$ cat config.mk
export PLATFORM = sky130hd
export DESIGN_NAME = vag_adpcm_block_decoder
export DESIGN_NICKNAME = d
export VERILOG_FILES = /design/src/hdl/vagd_pkg.sv /design/src/hdl/vagd_sample.sv /design/src/hdl/vag_adpcm_block_decoder.sv
export SDC_FILE = /design/constraint.sdc
export NUM_CORES = 1
export LEC_CHECK = 0
export BUFFER_PORTS_ARGS = -buffer_cell sky130_fd_sc_hd__buf_2
export CORE_UTILIZATION = 55
export CTS_CLUSTER_SIZE = 16
export DETAILED_ROUTE_END_ITERATION = 12
export PLACE_DENSITY = 0.71
export SLEW_MARGIN = 20
export SYNTH_ARGS = -nofsm -noshare
export SYNTH_HDL_FRONTEND = slang
export SYNTH_SLANG_ARGS = --single-unit
export TNS_END_PERCENT = 100
$ cat constraint.sdc
create_clock -name clk -period 14.56 [get_ports clk]
set_input_delay 1.456 -clock clk [delete_from_list [all_inputs] [get_ports clk]]
set_output_delay 1.456 -clock clk [all_outputs]
set_load 0.1 [all_outputs]
$ cat src/hdl/vagd_pkg.sv
// Shared types, constants and coefficient tables for the VAG ADPCM block decoder.
`default_nettype none

package vagd_pkg;

	localparam int BLOCK_BYTES = 16;
	localparam int POS_W       = $clog2(BLOCK_BYTES);
	localparam int FRAC_BITS   = 14;

	localparam logic [POS_W-1:0] POS_HEADER     = POS_W'(0);
	localparam logic [POS_W-1:0] POS_FLAGS      = POS_W'(1);
	localparam logic [POS_W-1:0] POS_FIRST_DATA = POS_W'(2);
	localparam logic [POS_W-1:0] POS_LAST_DATA  = POS_W'(BLOCK_BYTES - 1);

	localparam logic [2:0] PRED_MAX = 3'd4;

	typedef logic [2:0] pred_idx_t;

	// One decode request to the sample unit.
	typedef struct packed {
		logic       fire;
		logic [3:0] nibble;
	} sample_req_t;

	function automatic pred_idx_t clamp_pred(input logic [3:0] nib);
		pred_idx_t r;
		if (nib > 4'(PRED_MAX)) begin
			r = PRED_MAX;
		end else begin
			r = nib[2:0];
		end
		return r;
	endfunction

	// Weight on the newest history sample, scaled by 2^14.
	function automatic logic signed [15:0] coef_newest(input pred_idx_t idx);
		logic signed [15:0] c;
		unique case (idx)
			3'd0: c = 16'sd0;
			3'd1: c = 16'sd15360;
			3'd2: c = 16'sd29440;
			3'd3: c = 16'sd25088;
			3'd4: c = 16'sd31232;
			default: c = 16'sd0;
		endcase
		return c;
	endfunction

	// Weight on the older history sample, scaled by 2^14.
	function automatic logic signed [15:0] coef_older(input pred_idx_t idx);
		logic signed [15:0] c;
		unique case (idx)
			3'd0: c = 16'sd0;
			3'd1: c = 16'sd0;
			3'd2: c = -16'sd13312;
			3'd3: c = -16'sd14080;
			3'd4: c = -16'sd15360;
			default: c = 16'sd0;
		endcase
		return c;
	endfunction

endpackage

`default_nettype wire

$ cat src/hdl/vagd_sample.sv
// Sample unit: prediction from the two-entry history, nibble scaling and 8-bit saturation.
`default_nettype none

module vagd_sample
	import vagd_pkg::*;
(
	input  wire logic               clk,
	input  wire logic               arst_n,
	input  wire sample_req_t        req,
	input  wire logic [3:0]         shift,
	input  wire pred_idx_t          pred_idx,
	input  wire pred_idx_t          pred_next,
	output logic signed [7:0]       pcm
);

	logic [31:0] newest_q;
	logic [31:0] older_q;
	// Older-tap product, registered ahead of its use so that only one multiply
	// sits in the sample recurrence.
	logic [31:0] term_q;

	logic [31:0] c0_ext;
	logic [31:0] c1_ext;
	logic [31:0] older_next;
	logic [31:0] prod_new;
	logic [31:0] pred_sum;
	logic signed [31:0] pred_val;
	logic signed [31:0] delta;
	logic signed [31:0] sample;

	assign c0_ext     = 32'(coef_newest(pred_idx));
	assign c1_ext     = 32'(coef_older(pred_next));
	assign older_next = req.fire ? newest_q : older_q;

	assign prod_new = newest_q * c0_ext;
	assign pred_sum = prod_new + term_q;
	assign pred_val = $signed(pred_sum) >>> FRAC_BITS;
	assign delta    = $signed({{16{req.nibble[3]}}, req.nibble, 12'h000}) >>> shift;
	assign sample   = delta + pred_val;

	always_comb begin
		if (sample > 32'sd32767) begin
			pcm = 8'sd127;
		end else if (sample < -32'sd32768) begin
			pcm = -8'sd128;
		end else begin
			pcm = sample[15:8];
		end
	end

	always_ff @(posedge clk or negedge arst_n) begin
		if (!arst_n) begin
			newest_q <= '0;
			older_q  <= '0;
			term_q   <= '0;
		end else begin
			if (req.fire) begin
				newest_q <= sample;
				older_q  <= newest_q;
			end
			term_q <= older_next * c1_ext;
		end
	end

endmodule

`default_nettype wire

$ cat src/hdl/vag_adpcm_block_decoder.sv
// Top level of the VAG ADPCM block decoder: byte intake, block sequencing and result register.
// The decoder takes 16-byte blocks one byte per request and returns 8-bit PCM samples one per
// request. Header and flags bytes produce nothing. Each data byte is decoded one nibble at a
// time, low nibble first, because the result channel carries one sample per cycle while the
// result side is free. Each accepted byte is held in the input register, and its two samples
// pass in order through the result register. The prediction history is cleared only by reset
// and carries across blocks and sounds.
`default_nettype none

module vag_adpcm_block_decoder
	import vagd_pkg::*;
(
	input  wire logic         clk,
	input  wire logic         arst_n,
	input  wire logic         stream_valid,
	output logic              stream_ready,
	input  wire logic [7:0]   stream_byte,
	output logic              sample_valid,
	input  wire logic         sample_ready,
	output logic signed [7:0] pcm_sample,
	output logic              sound_begins,
	output logic              sound_ends,
	output logic              last
);

	logic [7:0]       byte_s1;
	logic             valid_s1;
	logic [POS_W-1:0] pos_q;
	logic [3:0]       shift_q;
	pred_idx_t        pred_q;
	logic             begin_q;
	logic             end_q;
	logic             phase_q;

	logic             out_valid_q;
	logic signed [7:0] pcm_q;
	logic             begins_q;
	logic             ends_q;
	logic             last_q;

	logic             is_data;
	logic             out_free;
	logic             consume;
	pred_idx_t        pred_next;
	sample_req_t      req;
	logic signed [7:0] pcm_new;

	assign is_data  = (pos_q != POS_HEADER) && (pos_q != POS_FLAGS);
	assign out_free = !out_valid_q || sample_ready;
	assign req.fire = valid_s1 && is_data && out_free;
	assign req.nibble = phase_q ? byte_s1[7:4] : byte_s1[3:0];
	// A data byte leaves the input register once its high nibble is decoded.
	assign consume  = valid_s1 && (!is_data || (out_free && phase_q));
	assign stream_ready = !valid_s1 || consume;

	assign pred_next = (valid_s1 && pos_q == POS_HEADER) ? clamp_pred(byte_s1[7:4]) : pred_q;

	vagd_sample u_sample (
		.clk       (clk),
		.arst_n    (arst_n),
		.req       (req),
		.shift     (shift_q),
		.pred_idx  (pred_q),
		.pred_next (pred_next),
		.pcm       (pcm_new)
	);

	always_ff @(posedge clk or negedge arst_n) begin
		if (!arst_n) begin
			valid_s1 <= 1'b0;
			pos_q    <= POS_HEADER;
			shift_q  <= '0;
			pred_q   <= '0;
			begin_q  <= 1'b0;
			end_q    <= 1'b0;
			phase_q  <= 1'b0;
		end else begin
			if (stream_valid && stream_ready) begin
				valid_s1 <= 1'b1;
			end else if (consume) begin
				valid_s1 <= 1'b0;
			end
			pred_q <= pred_next;
			if (valid_s1 && pos_q == POS_HEADER) begin
				shift_q <= byte_s1[3:0];
			end
			if (valid_s1 && pos_q == POS_FLAGS) begin
				begin_q <= byte_s1[2];
				end_q   <= byte_s1[0];
			end
			if (req.fire) begin
				phase_q <= !phase_q;
			end
			if (consume) begin
				pos_q <= pos_q + POS_W'(1);
			end
		end
	end

	always_ff @(posedge clk) begin
		if (stream_valid && stream_ready) begin
			byte_s1 <= stream_byte;
		end
	end

	always_ff @(posedge clk or negedge arst_n) begin
		if (!arst_n) begin
			out_valid_q <= 1'b0;
		end else if (out_free) begin
			out_valid_q <= req.fire;
		end
	end

	always_ff @(posedge clk) begin
		if (req.fire) begin
			pcm_q    <= pcm_new;
			begins_q <= !phase_q && pos_q == POS_FIRST_DATA && begin_q;
			ends_q   <= phase_q && pos_q == POS_LAST_DATA && end_q;
			last_q   <= phase_q;
		end
	end

	assign sample_valid = out_valid_q;
	assign pcm_sample   = pcm_q;
	assign sound_begins = begins_q;
	assign sound_ends   = ends_q;
	assign last         = last_q;

	a_phase_on_data: assert property (@(posedge clk) disable iff (!arst_n)
		phase_q |-> (valid_s1 && is_data))
		else $error("second nibble pending without a data byte");

	a_pred_range: assert property (@(posedge clk) disable iff (!arst_n)
		pred_q <= PRED_MAX)
		else $error("predictor index out of range");

	a_begin_first: assert property (@(posedge clk) disable iff (!arst_n)
		(sample_valid && sound_begins) |-> !last)
		else $error("sound start flagged on a second sample");

	a_end_second: assert property (@(posedge clk) disable iff (!arst_n)
		(sample_valid && sound_ends) |-> last)
		else $error("sound end flagged on a first sample");

	a_no_fire_full: assert property (@(posedge clk) disable iff (!arst_n)
		(out_valid_q && !sample_ready) |=> $stable(pcm_sample))
		else $error("held result overwritten");

endmodule

`default_nettype wire

---- After elaboration in Yosys (flattened, before gate mapping) ----
Index checks and enable logic that the tools add are counted.
cells by class
  add/subtract/negate cells ............... 3
  multipliers ............................. 2
  order comparisons ....................... 3
  eq/ne operators ......................... 11
  shifts and indexed selects .............. 1
  mux-type cells .......................... 9
  reduce and logical (&&, ||, !) cells .... 22
operators with widths
  cell                  number
  $pmux 15 s4           1
  $pmux 16 s3           1
  $add 32x18->32        1
  $add 32x32->32        1
  $gt 32x16->1 const B  1
  $lt 32x16->1 const B  1
  $mul 32x15->32        1
  $mul 32x16->32        1
  $mux 32               1
  $sshr 16x4->32        1
  $eq 3x2->1 const B    4
  $logic_and 1x1->1     12
  $mux 8                1
  $eq 3x3->1 const B    2
  $mux 3                2
  $add 4x1->4 const B   1
  $eq 4x1->1 const B    1
  $eq 4x2->1 const B    1
  $eq 4x4->1 const B    1
  $gt 4x3->1 const B    1
  $logic_not 1->1       4
  $logic_not 4->1       1
  $mux 4                1
  $ne 4x1->1 const B    1
  5 further kinds       8
word-level totals
  register bits after elaboration ......... 131
  output and inout port bits .............. 13
  logic and storage cells ................. 67

---- Depth between registers and ports, before layout ----
Gate-level depths: netlist of the first run.
  word-level depth ........................ 8
  mapped depth ............................ 34

---- Modules after synthesis ----
From an unflattened synthesis of the first run, not the netlist that was laid out.
second synthesis, totals
  cell total of the unflattened synthesis .. 1402
  area, all modules ....................... 14122.3 um^2
modules (own cells, without submodules)
  module                   times used  cells an instance  area an instance (um^2)
  vagd_sample              1           1302               12682.2
  vag_adpcm_block_decoder  1           100                1440.1

---- Least setup slack after synthesis of the first run ----
OpenSTA, ideal clock, no wires.
  path kind ............................... register to register
  start point ............................. reg pred_q[2]
  end point ............................... reg pcm_q[0] (netlist: pcm_sample[0]), data pin
  library setup time ...................... 0.266 ns
  arrival ................................. 7.585 ns
  setup slack ............................. 6.708 ns
  cell stages (with the launch flop) ...... 30
  path buffers ............................ 1
  clock period less this slack ............ 7.852 ns
  path through ............................ dfrtp_1 > nand2b_1 > a21oi_1 > clkbuf_1 > and2_1 > or2_2 > fa_1 > fa_1 > fa_1 > fa_1 > fa_1 > ha_1 > ha_1 > o2111ai_1 > o221ai_1 > nor3_1 > a211oi_2 > nand2b_1 > and2_4 > o21a_2 > o21ai_2 > ha_1 > a21oi_1 > nand2_1 > or4_1 > o21a_1 > o21ai_0 > a31oi_1 > nor2_2 > o21ai_0
between the ends
  word-level cells in the longest chain between the ends .. 7
  elaborated cells between the ends (all ways) .. 11
RTL lines
  what                                      RTL line                        source
  start, declared                           vag_adpcm_block_decoder.sv:30   pred_idx_t pred_q;
  start signal, assigned                    vag_adpcm_block_decoder.sv:83   pred_q <= pred_next;
  $eq 3x3->1, or another cell as far along  vagd_pkg.sv:38                  unique case (idx)
  $pmux 15 s4 (*)                           vagd_pkg.sv:38
  $mul 32x15->32 (*)                        vagd_sample.sv:35               assign prod_new = newest_q * c0_ext;
  $add 32x32->32 (*)                        vagd_sample.sv:36               assign pred_sum = prod_new + term_q;
  $add 32x18->32 (*)                        vagd_sample.sv:39               assign sample = delta + pred_val;
  $lt 32x16->1                              vagd_sample.sv:44               end else if (sample < -32'sd32768) begin
  $mux 8                                    vagd_sample.sv:44
  end signal, assigned                      vag_adpcm_block_decoder.sv:116  pcm_q <= pcm_new;
  end, declared                             vag_adpcm_block_decoder.sv:36   logic signed [7:0] pcm_q;
Every way passes the cells marked *; elsewhere a longest branch is shown, timed or not.
A chain may end at the register's enable or synchronous reset.

---- Worst setup path in the final report of the first run ----
Same ends and word-level chain as after synthesis.

==> metrics.txt, run 1 <==
Commonest cells post-synth 212 x sky130_fd_sc_hd__ha_1, 163 x sky130_fd_sc_hd__fa_1, 127 x sky130_fd_sc_hd__inv_1; setup repair after global routing missed its margin no; synthesized area per cell 10.07 um2; transition time of the tightest slew-check pin 1.053 ns; Top Ports 25; root buf cell sky130_fd_sc_hd__clkbuf_16; worst endpoint required time 14.65 ns; result of the run finished, final reports clean; busiest grt layer met2; routed vias 9479; TritonCTS Sinks 107; dominant cell type by area after synthesis sky130_fd_sc_hd__fa_1; DP HPWL 24720 um; DRC violations left 0; Post-Route WL 29640 um; final antenna-violating net count 0; Max H-tree Level 3; register area 2773 um2; pin count of the biggest net entering global routing 62; CP Max Fanout 26; met1 Track Usage GR 36.74%; GR Layer Usage met3 3.230%; clock transition at the registers of the reported paths 0.08 ns; Post-Synthesis Cell Area 13570 um2; Sum Neg Setup Slack 0 ns; DRT iter0 DRCs 645; first-pass GRT wire length 50280 um; Most used DFF post-synth sky130_fd_sc_hd__dfrtp_1; clock tree from TritonCTS built; placeable core region 24250 um2; worst endpoint data arrival time 8.90 ns; Synth async-reset ratio 82.24%; overflow left after global routing 0; final net count 1739; Period minus WS final 8.812 ns; overall global routing resource usage 24.99%; portion of the post-synthesis area used by sequential elements 20.43%; proportion of netlist area held by the largest area contributor 24.04%; area of the multi-input gates 10160 um2; Worst slew margin 29.77%; Die Area 25310 um2; type of the worst setup path flop to flop; max-capacitance violation count 0; buffers from clock root to sink, at most 2; final-report hold violation count 0; first-pass iteration count of the detailed router 7; initial antenna violation count 1; number of global-route vias before repair 9895; share of the cycle needed by the critical path after routing 60.52%; Routed wire per std cell 17.63 um; kind of path behind the tightest hold check flop to flop; Post-CTS Hold Fix Bufs 0; area grow syn2layout 5.236%; RePlAce Congestion 0.8857; worst setup skew after layout 0.01261 ns; number of standard-cell rows in the floorplan 57; initial core utilization 55.97%; detail-routed via count per cell 5.639; top post-synthesis cells by area sky130_fd_sc_hd__fa_1 24%, sky130_fd_sc_hd__ha_1 20%, sky130_fd_sc_hd__dfrtp_1 16%; fraction of final layout cells with drive strength greater than 1 7.148%; fin. max-slew vios 0; total setup violations reported at the end of the flow 0; clock network latency to the later pin of the worst-skew pair 0.35 ns; Global Route met2 Usage 39.47%; number of distinct library cells after synthesis 67; x dimension of the die 159.1 um; most common cell in the netlist sky130_fd_sc_hd__ha_1; flop and latch count out of synthesis 107; number of enable-type register cells in the synthesized netlist 19; height of the die 159.1 um; Syn. warnings 0; CTS resizes 0; Mapped Nets 1735; type of destination of the critical path flop; TritonCTS buffer count 9; Ant. Diodes 0; Worst setup SP type flop; hold_ws 0.4800 ns; maximum operating frequency 113.5 MHz; # Post-CTS Setup Buffers 0; count of port buffers added during placement 24; Synth Instances 1348; fill count 2136
kinds of logic after synthesis:
group	after synthesis	share of synthesized area [%]
DFF	107	20.43
and+or+nand+nor	396	14.30
buffers and inverters	167	4.729
adders and majority gates	375	43.59
muxes	38	3.052
xor gates and xnor gates	73	4.766
AOI/OAI and AO/OA	192	9.136
placed cells by master (no fill, tap or decap), types with 24 or more instances in the layout:
master                    count
sky130_fd_sc_hd__ha_1       212
sky130_fd_sc_hd__fa_1       163
sky130_fd_sc_hd__inv_1      127
sky130_fd_sc_hd__nor2_1     109
sky130_fd_sc_hd__nand2_1     96
sky130_fd_sc_hd__dfrtp_1     88
sky130_fd_sc_hd__and2_1      68
sky130_fd_sc_hd__a21oi_1     62
sky130_fd_sc_hd__xnor2_1     55
sky130_fd_sc_hd__o21ai_0     47
sky130_fd_sc_hd__nor3_1      34
sky130_fd_sc_hd__mux2i_1     29
sky130_fd_sc_hd__nor2b_1     24
layout make-up:
class,count,share of cell area [%]
inverters,129,3.390
well taps,324,2.838
flip-flops and latches,107,19.41
clock buffers,10,1.603
multi-input cells,1074,71.17
clock inverters,6,0.3592
repair buffers,31,1.226
sequential cells by signal, summed over array words and instances, names as in the netlist, 3 cells and up:
| register | count |
|---|---|
| byte_s1 | 8 |
| pcm_sample | 8 |
| pos_q | 4 |
| pred_q | 3 |
| shift_q | 4 |
| u_sample.newest_q | 24 |
| u_sample.older_q | 24 |
| u_sample.term_q | 24 |
critical path, stage by stage (launching register included):
cell and delay, ns:
sky130_fd_sc_hd__dfrtp_1 0.48, sky130_fd_sc_hd__nor3b_4 0.90, sky130_fd_sc_hd__and2_1 0.27, sky130_fd_sc_hd__or2_2 0.13, sky130_fd_sc_hd__fa_1 0.43, sky130_fd_sc_hd__fa_1 0.52
sky130_fd_sc_hd__fa_1 0.53, sky130_fd_sc_hd__fa_1 0.59, sky130_fd_sc_hd__fa_1 0.43, sky130_fd_sc_hd__ha_1 0.30, sky130_fd_sc_hd__ha_1 0.35, sky130_fd_sc_hd__o2111ai_1 0.26
sky130_fd_sc_hd__o221ai_1 0.18, sky130_fd_sc_hd__nor3_1 0.28, sky130_fd_sc_hd__a211oi_2 0.14, sky130_fd_sc_hd__nand2b_1 0.18, sky130_fd_sc_hd__and2_4 0.17, sky130_fd_sc_hd__o21a_2 0.20
sky130_fd_sc_hd__o21ai_2 0.14, sky130_fd_sc_hd__ha_1 0.32, sky130_fd_sc_hd__a21oi_1 0.24, sky130_fd_sc_hd__nand2_1 0.10, sky130_fd_sc_hd__or4_1 0.47, sky130_fd_sc_hd__o21a_1 0.25
sky130_fd_sc_hd__o21ai_0 0.20, sky130_fd_sc_hd__a31oi_1 0.07, sky130_fd_sc_hd__nor2_2 0.25, sky130_fd_sc_hd__o21ai_0 0.14
worst paths after layout:
| path | end | slack (ns) | cells past startpoint | startpoint |
|---|---|---|---|---|
| worst max-delay path | pcm_sample[0] | 5.75 | 27 | pred_q[2] |
| worst min-delay path | u_sample.older_q[22] | 0.48 | 2 | u_sample.older_q[22] |
| worst max register to register | pcm_sample[0] | 5.75 | 27 | pred_q[2] |
| worst min register to register | u_sample.older_q[22] | 0.48 | 2 | u_sample.older_q[22] |
| max in group asynchronous | u_sample.older_q[11] | 12.44 | 2 | arst_n |
| min in group asynchronous | begin_q | 1.03 | 1 | arst_n |
layer usage:
layer	share of wire, %	up-vias
met5	0.034	-
met4	1.6	2
met3	4.6	37
met2	45	219
met1	48	4703
li1	-	4518
through the flow:
stage	cells	instance area, um2	setup slack, ns	utilization [%]
after floorplan	1348	13570	6.708	-
after global placement	1665	14000	5.765	57.73
after detailed placement	1665	14000	5.482	57.73
after CTS	1681	14280	5.428	58.89
after global routing	1681	14280	5.169	58.90
final	1681	14280	5.748	58.90
Power of run 1 is not shown: default switching activity piles up to over one toggle a cycle in this logic, so the estimate is an artifact.
==> inputs of run 2 (changes only) <==
--- a/config.mk
+++ b/config.mk
@@ -5,6 +5,7 @@
 export SDC_FILE = /design/constraint.sdc
 export NUM_CORES = 1
 export LEC_CHECK = 0
+export ABC_AREA = 1
 export BUFFER_PORTS_ARGS = -buffer_cell sky130_fd_sc_hd__buf_2
 export CORE_UTILIZATION = 55
 export CTS_CLUSTER_SIZE = 16
==> constraint.sdc (replaced) <==
create_clock -name clk -period 8.7 [get_ports clk]
set_input_delay 0.87 -clock clk [delete_from_list [all_inputs] [get_ports clk]]
set_output_delay 0.87 -clock clk [all_outputs]
set_load 0.1 [all_outputs]
==> metrics.txt, run 2 <==
worst r2r src pred_q[2]; clock tree from TritonCTS built; max-capacitance violation count 0 (unchanged); synthesized area per cell 8.714 um2 (-13%); first-pass iteration count of the detailed router 5 (-2); number of standard-cell rows in the floorplan 57 (unchanged); setup repair after global routing missed its margin no; RePlAce Congestion 0.9034 (+2.0%); source of the critical timing path pred_q[2]; portion of the post-synthesis area used by sequential elements 19.97% (-0.46 points); detail-routed via count per cell 5.487 (-2.7%); most frequent cells in the layout 246 x sky130_fd_sc_hd__nand2_1, 236 x sky130_fd_sc_hd__nor2_1, 218 x sky130_fd_sc_hd__inv_1; type of destination of the critical path flop; worst setup skew after layout 0.01730 ns (+0.004686 ns); Synth Instances 1593 (+18%); number of global-route vias before repair 11150 (+13%); Worst slew margin 34.75% (+5.0 points); Top Ports 25 (unchanged); fin. max-slew vios 0 (unchanged); Sum Neg Setup Slack 0 ns (unchanged); # Post-CTS Setup Buffers 0 (unchanged); transition time of the tightest slew-check pin 0.9788 ns (-0.07468 ns); Die Area 25880 um2 (+2.3%); Worst setup SP type flop; top post-synthesis cells by area sky130_fd_sc_hd__fa_1 24%, sky130_fd_sc_hd__ha_1 19%, sky130_fd_sc_hd__dfrtp_1 16%; Post-Route WL 33620 um (+13%); registers with the most flip-flops u_sample.newest_q x24, u_sample.older_q x24, u_sample.term_q x24; number of enable-type register cells in the synthesized netlist 19 (unchanged); Max H-tree Level 3 (unchanged); maximum cell stage delay along the critical path 0.58 ns (-0.32 ns); number of distinct library cells after synthesis 50 (-25%); Synth async-reset ratio 82.24% (unchanged); count of port buffers added during placement 24 (unchanged); TritonCTS Sinks 107 (unchanged); TritonCTS buffer count 9 (unchanged); Mapped Nets 1980 (+14%); Post-Synthesis Cell Area 13880 um2 (+2.3%); clock network latency to the later pin of the worst-skew pair 0.37 ns (+0.02 ns); Period minus WS final 7.879 ns (-0.9330 ns); DRC violations left 0 (unchanged); clock transition at the registers of the reported paths 0.09 ns (about the same); maximum operating frequency 126.9 MHz (+12%); root buf cell sky130_fd_sc_hd__clkbuf_16; Routed wire per std cell 17.40 um (-1.3%); placeable core region 24530 um2 (+1.2%); flop and latch count out of synthesis 107 (unchanged); routed vias 10600 (+12%); total setup violations reported at the end of the flow 0 (unchanged); worst endpoint data arrival time 8.00 ns (-0.90 ns); commonest non-fill, non-tap cell in the layout sky130_fd_sc_hd__nand2_1; fraction of final layout cells with drive strength greater than 1 7.090% (-0.059 points); final net count 1990 (+14%); result of the run finished, final reports clean; kind of path behind the tightest hold check input port to async pin; type of the worst setup path flop to flop; share of the cycle needed by the critical path after routing 90.56% (+30 points); DRT iter0 DRCs 790 (+22%); final antenna-violating net count 0 (unchanged); height of the die 160.9 um (+1.1%); most common cell in the netlist sky130_fd_sc_hd__nand2_1; DP HPWL 27880 um (+13%); slowest CP cell sky130_fd_sc_hd__fa_1; initial core utilization 56.58% (+0.61 points); fill count 2151 (+0.70%); initial antenna violation count 0 (-1); dominant cell type by area after synthesis sky130_fd_sc_hd__fa_1; Ant. Diodes 0 (unchanged); CP Max Fanout 11 (-58%); Commonest cells post-synth 246 x sky130_fd_sc_hd__nand2_1, 236 x sky130_fd_sc_hd__nor2_1, 218 x sky130_fd_sc_hd__inv_1; overall global routing resource usage 27.67% (+2.7 points); area grow syn2layout 5.669%; worst endpoint required time 8.82 ns (-5.83 ns); overflow left after global routing 0 (unchanged); proportion of netlist area held by the largest area contributor 23.51% (-0.54 points); Most used DFF post-synth sky130_fd_sc_hd__dfrtp_1; buffers from clock root to sink, at most 2 (unchanged); final-report hold violation count 0 (unchanged); Syn. warnings 0 (unchanged); pin count of the biggest net entering global routing 71 (+15%); x dimension of the die 160.9 um (+1.1%); first-pass GRT wire length 55640 um (+11%)
## run 2: path summary, 6_finish.rpt
check | end | slack (ns) | cells after the start
max in group asynchronous | u_sample.newest_q[12] | 7.08 | 2
worst max register to register | pcm_sample[3] | 0.82 | 34
worst min-delay path | pos_q[1] | 0.37 | 1
worst max-delay path | pcm_sample[3] | 0.82 | 34
min in group clk | u_sample.older_q[23] | 0.51 | 2
worst min register to register | u_sample.older_q[23] | 0.51 | 2
## run 2: cell type report
type	instances	area [um2]	area share (%)
multi-input cells	1228	10140	69.10
flip-flops and latches	107	2773	18.90
inverters	224	843.3	5.749
well taps	324	405.4	2.764
clock buffers	9	225.2	1.535
repair buffers	33	190.2	1.296
clock inverters	7	96.34	0.6568
## run 2: metrics by stage
stage / area (um2) / setup slack, ns / hold WS (ns) / utilization, % / instances
after floorplan: 13880 / 1.260 / 0.4395 / - / 1593
after global placement: 14330 / 0.8297 / 0.4767 / 58.39 / 1916
after detailed placement: 14330 / 0.5862 / 0.4889 / 58.39 / 1916
after CTS: 14650 / 0.5435 / 0.3745 / 59.70 / 1932
after global routing: 14670 / 0.1072 / 0.3782 / 59.79 / 1932
final: 14670 / 0.8208 / 0.3744 / 59.79 / 1932
## run 2: layer usage
| metal | track usage [%] | wire (um) |
|---|---|---|
| met1 | 38.01 | 15530 |
| met2 | 45.47 | 15530 |
| met3 | 4.313 | 1859 |
| met4 | 7.590 | 706 |
| met5 | 0 | 0 |
## run 2: what timing repair did
action	4_1_cts	5_1_grt
endpoints found under the hold margin	0	0
endpoints found under the setup margin	0	8
resized for setup	0	5
hold buffers	0	0
## run 2: logic make-up (layout without fill, tap and decap cells)
family                   after synthesis  count (layout)  synth area share [%]
adder cells (fa/ha/maj)              375             375                 42.61
XOR/XNOR                              62              62                 3.912
flip-flops                           107             107                 19.97
multiplexers                           1               1               0.07211
buffers and inverters                258             273                 7.156
AND/OR/NAND/NOR                      588             588                 17.85
AO/OA/AOI/OAI                        202             202                 8.418
## run 2: worst max-delay path: cells and delay by family, from the launching register on
family	cells	cell delay (ns)
AND/OR/NAND/NOR	16	2.12
adder cells (fa/ha/maj)	8	3.59
XOR/XNOR	1	0.15
buffers and inverters	4	0.46
flip-flops	1	0.42
AO/OA/AOI/OAI	5	0.88
Power of run 2 is left out for the same reason.
